File: config.mk
export PLATFORM = sky130hd
export DESIGN_NAME = indexed_deque_engine_flat
export DESIGN_NICKNAME = d
export VERILOG_FILES = /design/src/rtl/ide_pkg.sv /design/src/rtl/ide_req_if.sv /design/src/rtl/ide_rsp_if.sv /design/src/rtl/ide_ring_mem.sv /design/src/rtl/indexed_deque_engine.sv /design/src/flat_wrapper.sv
export SDC_FILE = /design/constraint.sdc
export NUM_CORES = 1
export LEC_CHECK = 0
export ABC_CLOCK_PERIOD_IN_PS = 6230
export BUFFER_PORTS_ARGS = -buffer_cell sky130_fd_sc_hd__buf_2
export CAP_MARGIN = 20
export CORE_MARGIN = 2
export CORE_UTILIZATION = 35
export CTS_BUF_LIST = sky130_fd_sc_hd__clkbuf_8
export CTS_CLUSTER_SIZE = 14
export DETAILED_ROUTE_END_ITERATION = 8
export GPL_ROUTABILITY_DRIVEN = 1
export PLACE_DENSITY_LB_ADDON = 0.05
export SLEW_MARGIN = 20
export SYNTH_ARGS = -nofsm -noshare
export SYNTH_HDL_FRONTEND = slang
export SYNTH_HIERARCHICAL = 1
export SYNTH_SLANG_ARGS = --single-unit
File: constraint.sdc
create_clock -name clk_i -period 6.23 [get_ports clk_i]
set_clock_uncertainty 0.05 [all_clocks]
set_input_delay 1.246 -clock clk_i [delete_from_list [all_inputs] [get_ports clk_i]]
set_output_delay 1.246 -clock clk_i [all_outputs]
set_load 0.1 [all_outputs]
File: src/rtl/ide_pkg.sv
// ----------------------------------------------------------------------------
// ide_pkg
// Shared widths, request codes and memory request type for the indexed
// double-ended queue engine.
// ----------------------------------------------------------------------------
package ide_pkg;

  // storage geometry
  localparam int DEPTH   = 16;
  localparam int SLOT_W  = $clog2(DEPTH);
  localparam int COUNT_W = $clog2(DEPTH + 1);

  // payload widths fixed by the request and response formats
  localparam int DATA_W  = 32;
  localparam int REQ_W   = 3;
  localparam int POS_W   = 4;

  // request codes
  typedef enum logic [REQ_W-1:0] {
    REQ_PUSH_BACK  = 3'd0,
    REQ_PUSH_FRONT = 3'd1,
    REQ_POP_BACK   = 3'd2,
    REQ_POP_FRONT  = 3'd3,
    REQ_READ       = 3'd4,
    REQ_WRITE      = 3'd5
  } req_type_e;

  // one access to the element memory
  typedef struct packed {
    logic                     en;
    logic                     we;
    logic [SLOT_W-1:0]        addr;
    logic signed [DATA_W-1:0] wdata;
  } mem_req_t;

endpackage

File: src/rtl/ide_req_if.sv
// ----------------------------------------------------------------------------
// ide_req_if
// Request channel: valid/ready handshake carrying one deque request.
// ----------------------------------------------------------------------------
interface ide_req_if;

  logic                              valid;
  logic                              ready;
  logic [ide_pkg::REQ_W-1:0]         req_type;
  logic [ide_pkg::POS_W-1:0]         position;
  logic signed [ide_pkg::DATA_W-1:0] data_in;

  modport source (output valid, output req_type, output position, output data_in,
                  input ready);
  modport sink   (input valid, input req_type, input position, input data_in,
                  output ready);

endinterface

File: src/rtl/ide_rsp_if.sv
// ----------------------------------------------------------------------------
// ide_rsp_if
// Response channel: valid/ready handshake carrying one deque result.
// ----------------------------------------------------------------------------
interface ide_rsp_if;

  logic                              valid;
  logic                              ready;
  logic signed [ide_pkg::DATA_W-1:0] data_out;
  logic                              ok;
  logic [ide_pkg::COUNT_W-1:0]       count;

  modport source (output valid, output data_out, output ok, output count,
                  input ready);
  modport sink   (input valid, input data_out, input ok, input count,
                  output ready);

endinterface

File: src/rtl/ide_ring_mem.sv
// ----------------------------------------------------------------------------
// ide_ring_mem
// Single-port element store of the ring, synchronous write and registered
// read data, one access per cycle.
// ----------------------------------------------------------------------------
module ide_ring_mem (
  input  logic                              clk_i,
  input  ide_pkg::mem_req_t                 mem_req_i,
  output logic signed [ide_pkg::DATA_W-1:0] rdata_o
);

  logic signed [ide_pkg::DATA_W-1:0] mem_q [ide_pkg::DEPTH];
  logic signed [ide_pkg::DATA_W-1:0] rdata_q;

  // write port
  always_ff @(posedge clk_i) begin
    if (mem_req_i.en && mem_req_i.we) begin
      mem_q[mem_req_i.addr] <= mem_req_i.wdata;
    end
  end

  // read port, data held until the next read
  always_ff @(posedge clk_i) begin
    if (mem_req_i.en && !mem_req_i.we) begin
      rdata_q <= mem_q[mem_req_i.addr];
    end
  end

  assign rdata_o = rdata_q;

endmodule

File: src/rtl/indexed_deque_engine.sv
// ----------------------------------------------------------------------------
// indexed_deque_engine
// Bounded double-ended queue of signed words with read and write by
// position, kept as a ring in a single-port memory addressed front + position.
// ----------------------------------------------------------------------------
//
//  channel | dir | handshake    | payload
//  --------+-----+--------------+-------------------------------------
//  req_i   | in  | valid/ready  | req_type[3], position[4], data_in[32]
//  rsp_o   | out | valid/ready  | data_out[32], ok[1], count[5]
//
// One request per cycle sustained while responses are taken; the memory is
// accessed at the request transfer edge, and the result passes the memory
// stage and then the output register before it is offered. The single memory
// port takes one access per request, which sets that rate.
// Reset empties the queue (front and count cleared); no clearing pass.
// A stalled response holds the output register; one more request can sit in
// the memory stage behind it before req_i.ready drops.
// ----------------------------------------------------------------------------
module indexed_deque_engine (
  input  logic      clk_i,
  input  logic      rst_ni,
  ide_req_if.sink   req_i,
  ide_rsp_if.source rsp_o
);

  localparam int SUM_W = ide_pkg::COUNT_W + 1;

  // ring slot of element number off counted from front
  function automatic logic [ide_pkg::SLOT_W-1:0] slot_of(
    input logic [ide_pkg::SLOT_W-1:0]  front,
    input logic [ide_pkg::COUNT_W-1:0] off
  );
    logic [SUM_W-1:0] sum;
    sum = SUM_W'(front) + SUM_W'(off);
    if (sum >= SUM_W'(ide_pkg::DEPTH)) begin
      sum = sum - SUM_W'(ide_pkg::DEPTH);
    end
    return sum[ide_pkg::SLOT_W-1:0];
  endfunction

  // queue state
  logic [ide_pkg::SLOT_W-1:0]  front_q, front_d;
  logic [ide_pkg::COUNT_W-1:0] count_q, count_d;

  // memory stage
  logic                        s1_valid_q;
  logic                        s1_ok_q, s1_ok_d;
  logic                        s1_rd_q, s1_rd_d;
  logic [ide_pkg::COUNT_W-1:0] s1_count_q;

  // output register
  logic                              out_valid_q;
  logic signed [ide_pkg::DATA_W-1:0] out_data_q;
  logic                              out_ok_q;
  logic [ide_pkg::COUNT_W-1:0]       out_count_q;

  ide_pkg::mem_req_t                 mem_req;
  logic signed [ide_pkg::DATA_W-1:0] mem_rdata;

  logic                        req_xfer;
  logic                        s1_adv;
  logic                        full;
  logic                        empty;
  logic                        pos_ok;
  logic [ide_pkg::COUNT_W-1:0] pos_ext;
  ide_pkg::req_type_e          req_code;

  // handshake
  assign s1_adv      = s1_valid_q && (!out_valid_q || rsp_o.ready);
  assign req_i.ready = !s1_valid_q || s1_adv;
  assign req_xfer    = req_i.valid && req_i.ready;

  assign full     = (count_q == ide_pkg::COUNT_W'(ide_pkg::DEPTH));
  assign empty    = (count_q == '0);
  assign pos_ext  = ide_pkg::COUNT_W'(req_i.position);
  assign pos_ok   = (pos_ext < count_q);
  assign req_code = ide_pkg::req_type_e'(req_i.req_type);

  // request decode: memory access and next front and count
  always_comb begin
    front_d       = front_q;
    count_d       = count_q;
    s1_ok_d       = 1'b0;
    s1_rd_d       = 1'b0;
    mem_req.en    = 1'b0;
    mem_req.we    = 1'b0;
    mem_req.addr  = front_q;
    mem_req.wdata = req_i.data_in;
    unique case (req_code)
      ide_pkg::REQ_PUSH_BACK: begin
        if (!full) begin
          mem_req.en   = 1'b1;
          mem_req.we   = 1'b1;
          mem_req.addr = slot_of(front_q, count_q);
          count_d      = count_q + 1'b1;
          s1_ok_d      = 1'b1;
        end
      end
      ide_pkg::REQ_PUSH_FRONT: begin
        if (!full) begin
          front_d      = (front_q == '0) ? ide_pkg::SLOT_W'(ide_pkg::DEPTH - 1)
                                         : front_q - 1'b1;
          mem_req.en   = 1'b1;
          mem_req.we   = 1'b1;
          mem_req.addr = front_d;
          count_d      = count_q + 1'b1;
          s1_ok_d      = 1'b1;
        end
      end
      ide_pkg::REQ_POP_BACK: begin
        if (!empty) begin
          mem_req.en   = 1'b1;
          mem_req.addr = slot_of(front_q, count_q - 1'b1);
          count_d      = count_q - 1'b1;
          s1_ok_d      = 1'b1;
          s1_rd_d      = 1'b1;
        end
      end
      ide_pkg::REQ_POP_FRONT: begin
        if (!empty) begin
          mem_req.en   = 1'b1;
          mem_req.addr = front_q;
          front_d      = slot_of(front_q, ide_pkg::COUNT_W'(1));
          count_d      = count_q - 1'b1;
          s1_ok_d      = 1'b1;
          s1_rd_d      = 1'b1;
        end
      end
      ide_pkg::REQ_READ: begin
        if (pos_ok) begin
          mem_req.en   = 1'b1;
          mem_req.addr = slot_of(front_q, pos_ext);
          s1_ok_d      = 1'b1;
          s1_rd_d      = 1'b1;
        end
      end
      ide_pkg::REQ_WRITE: begin
        if (pos_ok) begin
          mem_req.en   = 1'b1;
          mem_req.we   = 1'b1;
          mem_req.addr = slot_of(front_q, pos_ext);
          s1_ok_d      = 1'b1;
        end
      end
      default: begin
      end
    endcase
    // nothing happens without a transfer
    if (!req_xfer) begin
      mem_req.en = 1'b0;
    end
  end

  ide_ring_mem u_mem (
    .clk_i     (clk_i),
    .mem_req_i (mem_req),
    .rdata_o   (mem_rdata)
  );

  // queue state update
  always_ff @(posedge clk_i or negedge rst_ni) begin
    if (!rst_ni) begin
      front_q <= '0;
      count_q <= '0;
    end else if (req_xfer) begin
      front_q <= front_d;
      count_q <= count_d;
    end
  end

  // memory stage control
  always_ff @(posedge clk_i or negedge rst_ni) begin
    if (!rst_ni) begin
      s1_valid_q <= 1'b0;
    end else if (req_xfer) begin
      s1_valid_q <= 1'b1;
    end else if (s1_adv) begin
      s1_valid_q <= 1'b0;
    end
  end

  // memory stage payload
  always_ff @(posedge clk_i) begin
    if (req_xfer) begin
      s1_ok_q    <= s1_ok_d;
      s1_rd_q    <= s1_rd_d;
      s1_count_q <= count_d;
    end
  end

  // output register control
  always_ff @(posedge clk_i or negedge rst_ni) begin
    if (!rst_ni) begin
      out_valid_q <= 1'b0;
    end else if (s1_adv) begin
      out_valid_q <= 1'b1;
    end else if (rsp_o.ready) begin
      out_valid_q <= 1'b0;
    end
  end

  // output register payload
  always_ff @(posedge clk_i) begin
    if (s1_adv) begin
      out_data_q  <= s1_rd_q ? mem_rdata : '0;
      out_ok_q    <= s1_ok_q;
      out_count_q <= s1_count_q;
    end
  end

  assign rsp_o.valid    = out_valid_q;
  assign rsp_o.data_out = out_data_q;
  assign rsp_o.ok       = out_ok_q;
  assign rsp_o.count    = out_count_q;

endmodule

File: src/flat_wrapper.sv
// flat-port wrapper written by rule: the top's interface ports become plain ports
module indexed_deque_engine_flat 
  (clk_i, rst_ni, req_i_valid, req_i_req_type, req_i_position, req_i_data_in, req_i_ready, rsp_o_valid, rsp_o_data_out, rsp_o_ok, rsp_o_count, rsp_o_ready);
  ide_req_if req_i_i ();
  ide_rsp_if rsp_o_i ();
  input  logic clk_i;
  input  logic rst_ni;
  input wire logic [$bits(req_i_i.valid)-1:0] req_i_valid;
  input wire logic [$bits(req_i_i.req_type)-1:0] req_i_req_type;
  input wire logic [$bits(req_i_i.position)-1:0] req_i_position;
  input wire logic [$bits(req_i_i.data_in)-1:0] req_i_data_in;
  output wire logic [$bits(req_i_i.ready)-1:0] req_i_ready;
  output wire logic [$bits(rsp_o_i.valid)-1:0] rsp_o_valid;
  output wire logic [$bits(rsp_o_i.data_out)-1:0] rsp_o_data_out;
  output wire logic [$bits(rsp_o_i.ok)-1:0] rsp_o_ok;
  output wire logic [$bits(rsp_o_i.count)-1:0] rsp_o_count;
  input wire logic [$bits(rsp_o_i.ready)-1:0] rsp_o_ready;
  assign req_i_i.valid = req_i_valid;
  assign req_i_i.req_type = req_i_req_type;
  assign req_i_i.position = req_i_position;
  assign req_i_i.data_in = req_i_data_in;
  assign req_i_ready = req_i_i.ready;
  assign rsp_o_valid = rsp_o_i.valid;
  assign rsp_o_data_out = rsp_o_i.data_out;
  assign rsp_o_ok = rsp_o_i.ok;
  assign rsp_o_count = rsp_o_i.count;
  assign rsp_o_i.ready = rsp_o_ready;
  indexed_deque_engine u_core (.clk_i(clk_i), .rst_ni(rst_ni), .req_i(req_i_i), .rsp_o(rsp_o_i));
endmodule
==> impl_results.md, run 1 <==
- Pwr dens: 462 nW/um^2
- Slew Viols, Final: 0
- Via total after detailed routing: 11500
- P_leak: 0.00887 uW
- Post-synthesis cell area: 23400 sq um
- Main combinational cell family by area after synthesis: multiplexers
- Synth Area in XOR/XNOR: 0.00488
- EDFF count, synth: 589
- Antenna Nets Post-Route: 0
- Synthesized Nets: 1180
- Fmax: 210 MHz
- Max-Slew Margin vs Limit: 0.450
- Crit path launch type: flop
- Ys Warns: 6
- Post-synthesis sequential area ratio: 0.769
- Reg2reg start: u_core/count_q[1]
- Die width: 262 um
- Worst Path Required: 6510 ps
- Post-cts resize count: 0
- Status: finished, final reports clean
- CTS tree: yes
- Min-delay src: u_core/s1_count_q[1]
- Synth Instances: 1117
- Yosys reg bits: 600
- Clock buffer count from CTS: 102
- Setup TNS Final: 0 ps
- Layout cell share with drive strength beyond 1: 0.304
- WL per Instance: 25.9 um
- Sink Count: 600
- Max-cap viol count: 0
- GPL Wtd Cong: 0.802
- Internal: 8180 uW
- CP Class: reg2reg
- Port bufs: 82
- Syn avg cell area: 20.9 sq um
- Met2 track demand over resource: 0.271
- Top post-synthesis cells by area: edfxtp_1, mux4_2, a22oi_1
- TritonRoute pass-1 iters: 4
- Remaining DRCs: 0
- CTS Hold Bufs: 0
- Core box area: 65900 sq um
- Hold Path Class: reg2reg
- Overflow after GRT: 0
- Signal arrival time at the worst endpoint: 5040 ps
- Root buf cell: clkbuf_8
- Clock Latency Late Sink: 690 ps
- Async S/R FF share, synth: 0.0183
- Switching pwr: 4240 uW
- Tmin final: 4760 ps
- Setup fix buffers added after clock tree synthesis: 0
- Logic pwr share: 0.340
- Chip Height: 262 um
- Power Total: 12400 uW
- Worst-margin pin slew: 825 ps
- Post-synthesis compound-gate area fraction: 0.0369
- Initial Util: 0.355
- Sequential share of power: 0.398
- Post-DR vias/cell: 5.14
- Post-Synth Simple-Gate Area: 0.0356
- Final hold viol count: 0
- Global routing met3 resource utilization: 0.0327
- Global-route wire length before repair: 85.1 mm
- Setup violators final: 0
- Initial antenna violation count: 4
- CP Launch Point: u_core/count_q[1]
- Met1 Use GR: 0.230
- Area leader, netlist: edfxtp_1
- Routed WL: 57.7 mm
- Clock Tree Buf Depth: 3
- Largest net degree at the start of global routing: 88
- Mux contribution to synthesized area: 0.126
- CP Max Fanout: 23
- Final cycle utilization of the critical path: 0.764
- Yosys top cell area share: 0.757
- H-Tree Depth: 3
- Ys flop type: edfxtp_1
- Hpwl dp: 32.3 mm
- IO Count: 83
- Die ar.: 68800 sq um
- Clk pwr share: 0.262
- Most used routing layer: met2
- Synth-to-Final Area Change: 15.3%
- Worst setup EP type: flop
- Switching portion of total power: 0.341
- First DRT Iteration DRCs: 915
- RSZ-0062 raised after global routing: false
- Synthesized-area fraction occupied by adder cells: 0.0117
- Worst VDD drop: 0.732 mV
- Clk slew on worst S/H paths: 60 ps
- Fin nets: 1350
- Gr usage total: 0.168
- FP Rows: 94
- Post-synth cell types: 57
- Vias in the first global route: 12400
## layout make-up
type                    instances  area (sq um)
diodes                          1          2.50
flip-flops and latches        600         18000
clock inverters                77           413
fillers                      5827         38900
inverters                      15          56.3
repair buffers                125           808
multi-input cells             443          5170
well taps                     864          1080
clock buffers                 104          1430
## state kept, by name, indices dropped and copies added (netlist names), 4 cells and up
| name | flops |
|---|---|
| u_core/u_mem/rdata_o | 32 |
| u_core/front_q | 4 |
| u_core/rsp_o.data_out | 32 |
| u_core/rsp_o.count | 5 |
| u_core/count_q | 5 |
| u_core/s1_count_q | 5 |
| u_core/u_mem/mem_q | 512 |
## stage by stage
stage	hold slack, ps	utilization	setup WS (ps)	std cells	area, sq um
after floorplan	350	-	117	1117	23400
after global routing	369	0.409	1220	2229	26900
after global placement	352	0.381	1310	2047	25100
final	367	0.409	1470	2229	26900
after CTS	327	0.409	1500	2228	26900
after detailed placement	356	0.381	1250	2047	25100
## logic make-up (layout without fill, tap and decap cells)
logic type / after synthesis / count (layout)
AO/OA/AOI/OAI: 123 / 123
XOR/XNOR: 13 / 13
adder cells (fa/ha/maj): 20 / 20
buffers and inverters: 74 / 321
flip-flops: 600 / 600
multiplexers: 133 / 133
other: 0 / 1
AND/OR/NAND/NOR: 154 / 154
## Yosys cell counts, types with 10 or more instances
cell      count
inv_1        15
a22oi_1      65
xnor2_1      10
nor2_1       22
mux4_2      128
o21ai_0      13
ha_1         17
dfrtp_1      11
nand2_1      48
buf_2        12
edfxtp_1    589
a21oi_1      20
and2_1       36
clkbuf_1     33
## cells in the final DEF, fill, tap and decap left out, types with 12 or more instances in the layout
cell,n
clkbuf_8,104
inv_1,50
nand2_1,48
edfxtp_1,589
a22oi_1,65
ha_1,17
and2_1,34
buf_2,82
buf_4,37
clkinv_1,23
a21oi_1,20
o21ai_0,12
nor2_4,13
mux4_2,128
## power groups by stage
stage                     Combinational, uW  Sequential [uW]  Clock (uW)
after floorplan                        2850             5210           0
after global routing                   4580             4980        3560
after global placement                 4310             5040           0
after CTS                              4320             4950        3400
after detailed placement               4310             5030           0
final                                  4220             4950        3250
## worst max-delay path, cell delays in order, from the launching register on
cell and delay (ps):
dfrtp_1 510, inv_1 220, ha_1 400, inv_1 60, ha_1 270, a21o_1 170, a21oi_1 160, xnor2_1 150
o211a_1 240, a21oi_1 110, nand4b_1 610, nand2b_1 560, nor2_4 420, buf_4 450
## layer usage
| metal | vias to the layer above | routed length [um] |
|---|---|---|
| li1 | 4963 | - |
| met4 | 2 | 1140 |
| met2 | 270 | 28100 |
| met5 | - | 8 |
| met1 | 6142 | 26000 |
| met3 | 87 | 2520 |
## path summary, 6_finish.rpt
path	to	slack [ps]	cells past startpoint
setup reg to reg	u_core/u_mem/mem_q[7][25]	1470	13
hold / removal	u_core/rsp_o.count[1]	370	0
hold reg to reg	u_core/rsp_o.count[1]	370	0
setup / recovery	u_core/u_mem/mem_q[7][25]	1470	13
min in group asynchronous	u_core/count_q[4]	390	1
max in group asynchronous	u_core/rsp_o.valid	5510	1
Note: power is estimated with default switching activity, not from simulation.
==> inputs of run 2 (changes only) <==
Settings changed: ABC_AREA set to 1, ABC_CLOCK_PERIOD_IN_PS 6230 to 4200.
Clock period 6.23 ns to 4.2 ns, I/O delays scaled along.
==> run 2 against run 1 <==
  * The flow now finishes with violations (DRC)
  * Utilization shrank 0.20 points
  * Maximum frequency grew 28%
  * Non-clock buffer count grew 25
  * Worst hold slack better by 1.3 ps
  * Critical path type unchanged
  * Largest power group is now combinational cells
  * Highest routed layer is now met4
==> impl_results.md, run 2 <==
- Status: complete, but fails checks
- Clk pwr share: 0.236 (-0.026)
- Hpwl dp: 39.5 mm (+22%)
- Slowest CP cell: buf_4
- Worst VDD drop: 0.489 mV (-33%)
- Sequential share of power: 0.355 (-0.043)
- Worst R2R Path Depth: 16 (+3)
- Top post-synthesis cells by area: edfxtp_1, nand2_1, inv_1
- Fin nets: 2695 (+100%)
- Port bufs: 82 (unchanged)
- Core box area: 73100 sq um (+11%)
- RR Endpoint: u_core/u_mem/rdata_o[15]
- Setup fix buffers added after clock tree synthesis: 0 (unchanged)
- Root buf cell: clkbuf_8
- Layout cell share with drive strength beyond 1: 0.117 (-0.187)
- Cell family with most CP delay: buffers and inverters
- CP Max Fanout: 32 (+39%)
- EDFF count, synth: 589 (unchanged)
- CTS tree: yes
- Max-Slew Margin vs Limit: 0.420 (-0.0301)
- Sink Count: 600 (unchanged)
- Tmin final: 3720 ps (-1040 ps)
- H-Tree Depth: 3 (unchanged)
- RSZ-0062 raised after global routing: false
- Area leader, netlist: edfxtp_1
- Pre-CTS setup slack: 454 ps (-796 ps)
- Final worst setup slack: 483 ps (-989 ps)
- Worst setup EP type: flop
- CP Class: reg2reg
- Switching portion of total power: 0.423 (+0.0813)
- Clock buffer count from CTS: 108 (+5.9%)
- Clk slew on worst S/H paths: 60 ps (about the same)
- Chip Height: 276 um (+5.1%)
- Commonest non-fill, non-tap cell in the layout: nand2_1
- Synth top cells by count: nand2_1, edfxtp_1, inv_1, buf_2, nor2_1
- Final cycle utilization of the critical path: 0.885 (+0.121)
- Global-route wire length before repair: 106 mm (+24%)
- Largest Register: u_core/u_mem/mem_q
- Logic pwr share: 0.409 (+0.069)
- Ys flop type: edfxtp_1
- CP peak stage delay: 490 ps (-120 ps)
- Initial antenna violation count: 3 (-1)
- WHS Endpoint: u_core/rsp_o.count[0]
- Worst Path Required: 4700 ps (-1810 ps)
- First DRT Iteration DRCs: 1081 (+18%)
- Dpl cells: 3480 (+70%)
- Post-synthesis cell area: 25800 sq um (+11%)
- Hold Path Class: reg2reg
- Hold Crit Depth: 0 (unchanged)
- Overflow after GRT: 0 (unchanged)
- Post-synth cell types: 37 (-35%)
- P_leak: 0.0127 uW (+43%)
- Initial Util: 0.354 (-0.000904)
- Yosys reg bits: 600 (unchanged)
- Max reg flops: 512 (unchanged)
- WL per Instance: 18.9 um (-27%)
- Final Util: 0.407 (-0.00203)
- Pwr dens: 691 nW/um^2 (+50%)
- Clock Latency Late Sink: 700 ps (about the same)
- Vias in the first global route: 17100 (+38%)
- FP Rows: 99 (+5.3%)
- Crit path launch type: flop
- Most common cell in the netlist: nand2_1
- Internal: 11900 uW (+45%)
- Final Cell Area: 29700 sq um (+10%)
- Syn avg cell area: 10.4 sq um (-50%)
- Failing checks: DRC
- Remaining DRCs: 7 (+7)
- Worst-margin pin slew: 871 ps (+45.2 ps)
- Slew Viols, Final: 0 (unchanged)
- Synth-to-Final Area Change: 15.0%
- TritonRoute pass-1 iters: 7 (+3)
- Die width: 276 um (+5.1%)
- Crit-path cells: inv_1 > ha_1 > xor2_1 > ha_1 > a21o_1 > o21ai_0 > nand4_1 > nand3_1 > nand4_1 > buf_4 > nor2_4 > buf_4 > nand2_1 > nand2_1 > inv_1 > nand2_1
- Yosys top cell area share: 0.684 (-0.0731)
- Setup violators final: 0 (unchanged)
- Synthesized Nets: 2540 (+120%)
- Routed WL: 69.4 mm (+20%)
- Via total after detailed routing: 16900 (+47%)
- Post-synthesis sequential area ratio: 0.695 (-0.0742)
- R2r setup slk: 480 ps (-990 ps)
- Antenna Nets Post-Route: 0 (unchanged)
- Fmax: 269 MHz (+28%)
- Dpl cell area: 27800 sq um (+11%)
- Clock Tree Buf Depth: 3 (unchanged)
- Most frequent cells in the layout: nand2_1, edfxtp_1, inv_1
- GPL Wtd Cong: 0.825 (+2.8%)
- Fill cells: 7297 (+25%)
- Async S/R FF share, synth: 0.0183 (unchanged)
- Die ar.: 76000 sq um (+11%)
- Synth Instances: 2477 (+120%)
- Signal arrival time at the worst endpoint: 4220 ps (-820 ps)
- Final hold viol count: 0 (unchanged)
- WP buf/inv: 4 (+1)
- IO Count: 83 (unchanged)
- Min-delay src: u_core/s1_count_q[0]
- Largest net degree at the start of global routing: 104 (+18%)
- Max-cap viol count: 0 (unchanged)
- Ys Warns: 6 (unchanged)
- Final cell count without fillers: 3670 (+65%)
- Reg2reg start: u_core/count_q[1]
- Gr usage total: 0.186 (+0.0177)
- Switching pwr: 8690 uW (+100%)
- Post-DR vias/cell: 4.61 (-10%)
- Power Total: 20500 uW (+65%)
- Most frequent CP cell: nand2_1
run 2: cell count changes after synthesis, moves of 8 or more:
cell,change
nand2_1,+1438
mux4_2,-128
inv_1,+122
a22oi_1,-65
and2_1,-36
buf_2,+29
nand3_1,+20
clkbuf_1,-19
buf_4,+16
buf_6,+15
a21oi_1,-14
nor2_1,+9
nor3_1,-8
run 2: through the flow:
step	hold slack, ps	setup TNS [ps]
after CTS	312	0
after global routing	379	0
final	369	0
after floorplan	350	-62060
after global placement	351	0
after detailed placement	356	0
run 2: power groups by stage:
stage	sequential [uW]	combinational, uW	clock (uW)
global placement	7410	8550	0
CTS	7290	8570	5050
finish	7280	8410	4850
detailed placement	7410	8540	0
global route	7310	9560	5320
floorplan	7770	5670	0
run 2: kinds of logic (layout without fill, tap and decap cells):
logic type | count (synthesis) | count (layout) | synth area share
AND/OR/NAND/NOR | 1560 | 1560 | 0.232
flip-flops | 600 | 600 | 0.695
buffers and inverters | 247 | 480 | 0.0483
AO/OA/AOI/OAI | 34 | 34 | 0.00818
adder cells (fa/ha/maj) | 20 | 20 | 0.0106
XOR/XNOR | 16 | 16 | 0.00571
other | 0 | 1 | 0
run 2: area by class of cell:
type	count	area [sq um]	area share
clock inverters	74	303	0.0102
inverters	142	546	0.0184
diodes	1	2.50	0.0000842
multi-input cells	1630	6810	0.229
repair buffers	150	1340	0.0450
flip-flops and latches	600	18000	0.604
well taps	959	1200	0.0404
clock buffers	114	1570	0.0528
run 2: how the worst max path moves through the flow:
stage	startpoint	cells past startpoint	to
after floorplan	u_core/count_q[0]	13	u_core/u_mem/mem_q[4][0]
after global placement	u_core/count_q[1]	16	u_core/u_mem/rdata_o[23]
after detailed placement	u_core/count_q[1]	16	u_core/u_mem/rdata_o[23]
after CTS	u_core/count_q[1]	16	u_core/u_mem/rdata_o[15]
after global routing	u_core/count_q[1]	16	u_core/u_mem/rdata_o[15]
final	u_core/count_q[1]	16	u_core/u_mem/rdata_o[15]
run 2: repair_timing:
action                    in CTS  in global routing
gates resized for setup        0                  0
hold buffers                   1                  0
hold endpoints to repair      11                  0
run 2: metal layers:
metal | part of all wire | up-vias | GRT usage
met2 | 0.47 | 360 | 0.305
met5 | 0 | - | 0
met3 | 0.046 | 121 | 0.0317
met4 | 0.018 | 0 | 0.0494
met1 | 0.47 | 8131 | 0.256
li1 | - | 8294 | -
==> inputs of run 3 (changes only) <==
Settings changed: BUFFER_PORTS_ARGS -buffer_cell sky130_fd_sc_hd__buf_2 to unset, CORE_ASPECT_RATIO set to 1.4, DONT_BUFFER_PORTS set to 1.
==> run 3 against run 2 <==
  * The run now ends clean
  * Combinational power is 4.0% lower
  * Via count fell by 0.84%
  * Setup slack better by 15 ps
  * Worst hold slack got worse by 210 ps
  * Cell count decreased by 2.7%
  * Register-to-register slack about the same
  * Largest power group unchanged
  * Highest routed layer unchanged
==> impl_results.md, run 3 (synthesis gave the netlist of run 2 again) <==
- Status: finished, final reports clean
- Reg2reg start: u_core/count_q[1]
- Min-delay src: req_i_data_in[26]
- Largest net degree at the start of global routing: 144 (+38%)
- CP Class: reg2reg
- CTS tree: yes
- Setup TNS Final: 0 ps (unchanged)
- Power Total: 20800 uW (+1.3%)
- Tmin final: 3700 ps (-14.7 ps)
- Setup violators final: 0 (unchanged)
- Root buf cell: clkbuf_8
- H-Tree Depth: 3 (unchanged)
- Final Cell Area: 29400 sq um (-1.1%)
- P_leak: 0.0124 uW (-2.7%)
- Hold Crit Depth: 0 (unchanged)
- Largest Register: u_core/u_mem/mem_q
- Dpl cell area: 27500 sq um (-1.2%)
- CP Max Fanout: 10 (-69%)
- First DRT Iteration DRCs: 976 (-9.7%)
- Slew Viols, Final: 0 (unchanged)
- Worst R2R Path Depth: 14 (-2)
- IO Count: 83 (unchanged)
- WL per Instance: 20.6 um (+8.9%)
- WHS Endpoint: u_core/u_mem/mem_q[2][26]
- Commonest non-fill, non-tap cell in the layout: nand2_1
- Clock buffer count from CTS: 101 (-6.5%)
- Core box area: 72900 sq um (-0.25%)
- Pwr dens: 707 nW/um^2 (+2.3%)
- Max reg flops: 512 (unchanged)
- Initial antenna violation count: 2 (-1)
- Most frequent cells in the layout: nand2_1, edfxtp_1, inv_1
- Clock Tree Buf Depth: 3 (unchanged)
- Synth-to-Final Area Change: 13.8%
- RSZ-0062 raised after global routing: false
- Antenna Nets Post-Route: 0 (unchanged)
- GPL Wtd Cong: 0.875 (+6.0%)
- Gr usage total: 0.197 (+0.0107)
- Hpwl dp: 41.8 mm (+5.9%)
- TritonRoute pass-1 iters: 5 (-2)
- Final Util: 0.403 (-0.00332)
- Remaining DRCs: 0 (-7)
- Die width: 234 um (-15%)
- Crit path launch type: flop
- Port bufs: 0 (-100%)
- Layout cell share with drive strength beyond 1: 0.0939 (-0.0234)
- Fin nets: 2610 (-3.2%)
- Die ar.: 76100 sq um (about the same)
- Worst setup EP type: flop
- Clk slew on worst S/H paths: 70 ps (about the same)
- Worst Path Required: 4540 ps (-160 ps)
- Overflow after GRT: 0 (unchanged)
- Fmax: 270 MHz (+0.40%)
- Max-cap viol count: 0 (unchanged)
- R2r setup slk: 500 ps (about the same)
- Max-Slew Margin vs Limit: 0.379 (-0.0407)
- Worst VDD drop: 0.565 mV (+16%)
- Global-route wire length before repair: 110 mm (+4.3%)
- Chip Height: 326 um (+18%)
- Fill cells: 7165 (-1.8%)
- CTS Hold Bufs: 1 (unchanged)
- Clock Latency Late Sink: 720 ps (+20 ps)
- Signal arrival time at the worst endpoint: 4040 ps (-180 ps)
- Final cycle utilization of the critical path: 0.882 (-0.00351)
- Initial Util: 0.355 (+0.000874)
- Final hold viol count: 0 (unchanged)
- Vias in the first global route: 17300 (+1.2%)
- Post-DR vias/cell: 4.69 (+1.9%)
- Routed WL: 73.6 mm (+6.0%)
- RR Endpoint: u_core/u_mem/mem_q[2][22]
- Via total after detailed routing: 16800 (-0.84%)
- FP Rows: 117 (+18%)
- Post-cts resize count: 0 (unchanged)
- Setup fix buffers added after clock tree synthesis: 0 (unchanged)
- Hold Path Class: in2reg
- Worst-margin pin slew: 934 ps (+63.0 ps)
- Sink Count: 600 (unchanged)
## run 3: per-layer routing
metal | vias up | share of wire | global-route usage
met4 | 0 | 0.025 | 0.0684
met3 | 109 | 0.039 | 0.0313
met2 | 338 | 0.51 | 0.344
met5 | - | 0 | 0
met1 | 8207 | 0.43 | 0.245
li1 | 8110 | - | -
## run 3: where the power goes
group | total [uW] | switching, uW | leakage, uW | internal [uW]
sequential | 7710 | 605 | 0.00548 | 7100
clock | 5030 | 2410 | 0.00107 | 2620
combinational | 8070 | 5800 | 0.00583 | 2260
## run 3: how the worst max path moves through the flow
stage,depth (start not counted),from,endpoint,slack (ps)
floorplan,13,u_core/count_q[0],u_core/u_mem/mem_q[4][0],-180
global placement,13,req_i_position[2],u_core/u_mem/mem_q[8][20],450
detailed placement,18,req_i_position[3],u_core/u_mem/rdata_o[20],510
CTS,14,u_core/count_q[1],u_core/u_mem/mem_q[2][22],500
global route,14,u_core/count_q[1],u_core/u_mem/mem_q[2][27],270
finish,14,u_core/count_q[1],u_core/u_mem/mem_q[2][22],500
## run 3: critical path, cell delays in order (launching register included)
cell	delay (ps)
dfrtp_1	390
inv_1	250
ha_1	240
xor2_1	300
ha_1	340
a21o_1	180
o21ai_0	220
nand4_1	130
nand3_1	110
nand4_1	80
buf_4	190
nor2_4	120
inv_1	200
nor2_4	230
buf_4	330
## run 3: cell type report
cell class              instances  area, sq um  area share
diodes                          1         2.50   0.0000851
flip-flops and latches        600        18000       0.611
well taps                     952         1190      0.0405
repair buffers                 72         1010      0.0342
inverters                     142          546      0.0185
clock inverters                70          450      0.0153
clock buffers                 105         1450      0.0491
multi-input cells            1630         6810       0.232
## run 3: through the flow
stage	cells	hold WS (ps)	setup WS [ps]
after detailed placement	3395	356	512
after CTS	3571	77.2	497
final	3572	161	497
after global placement	3395	351	448
after global routing	3572	97.9	268
after floorplan	2477	350	-175
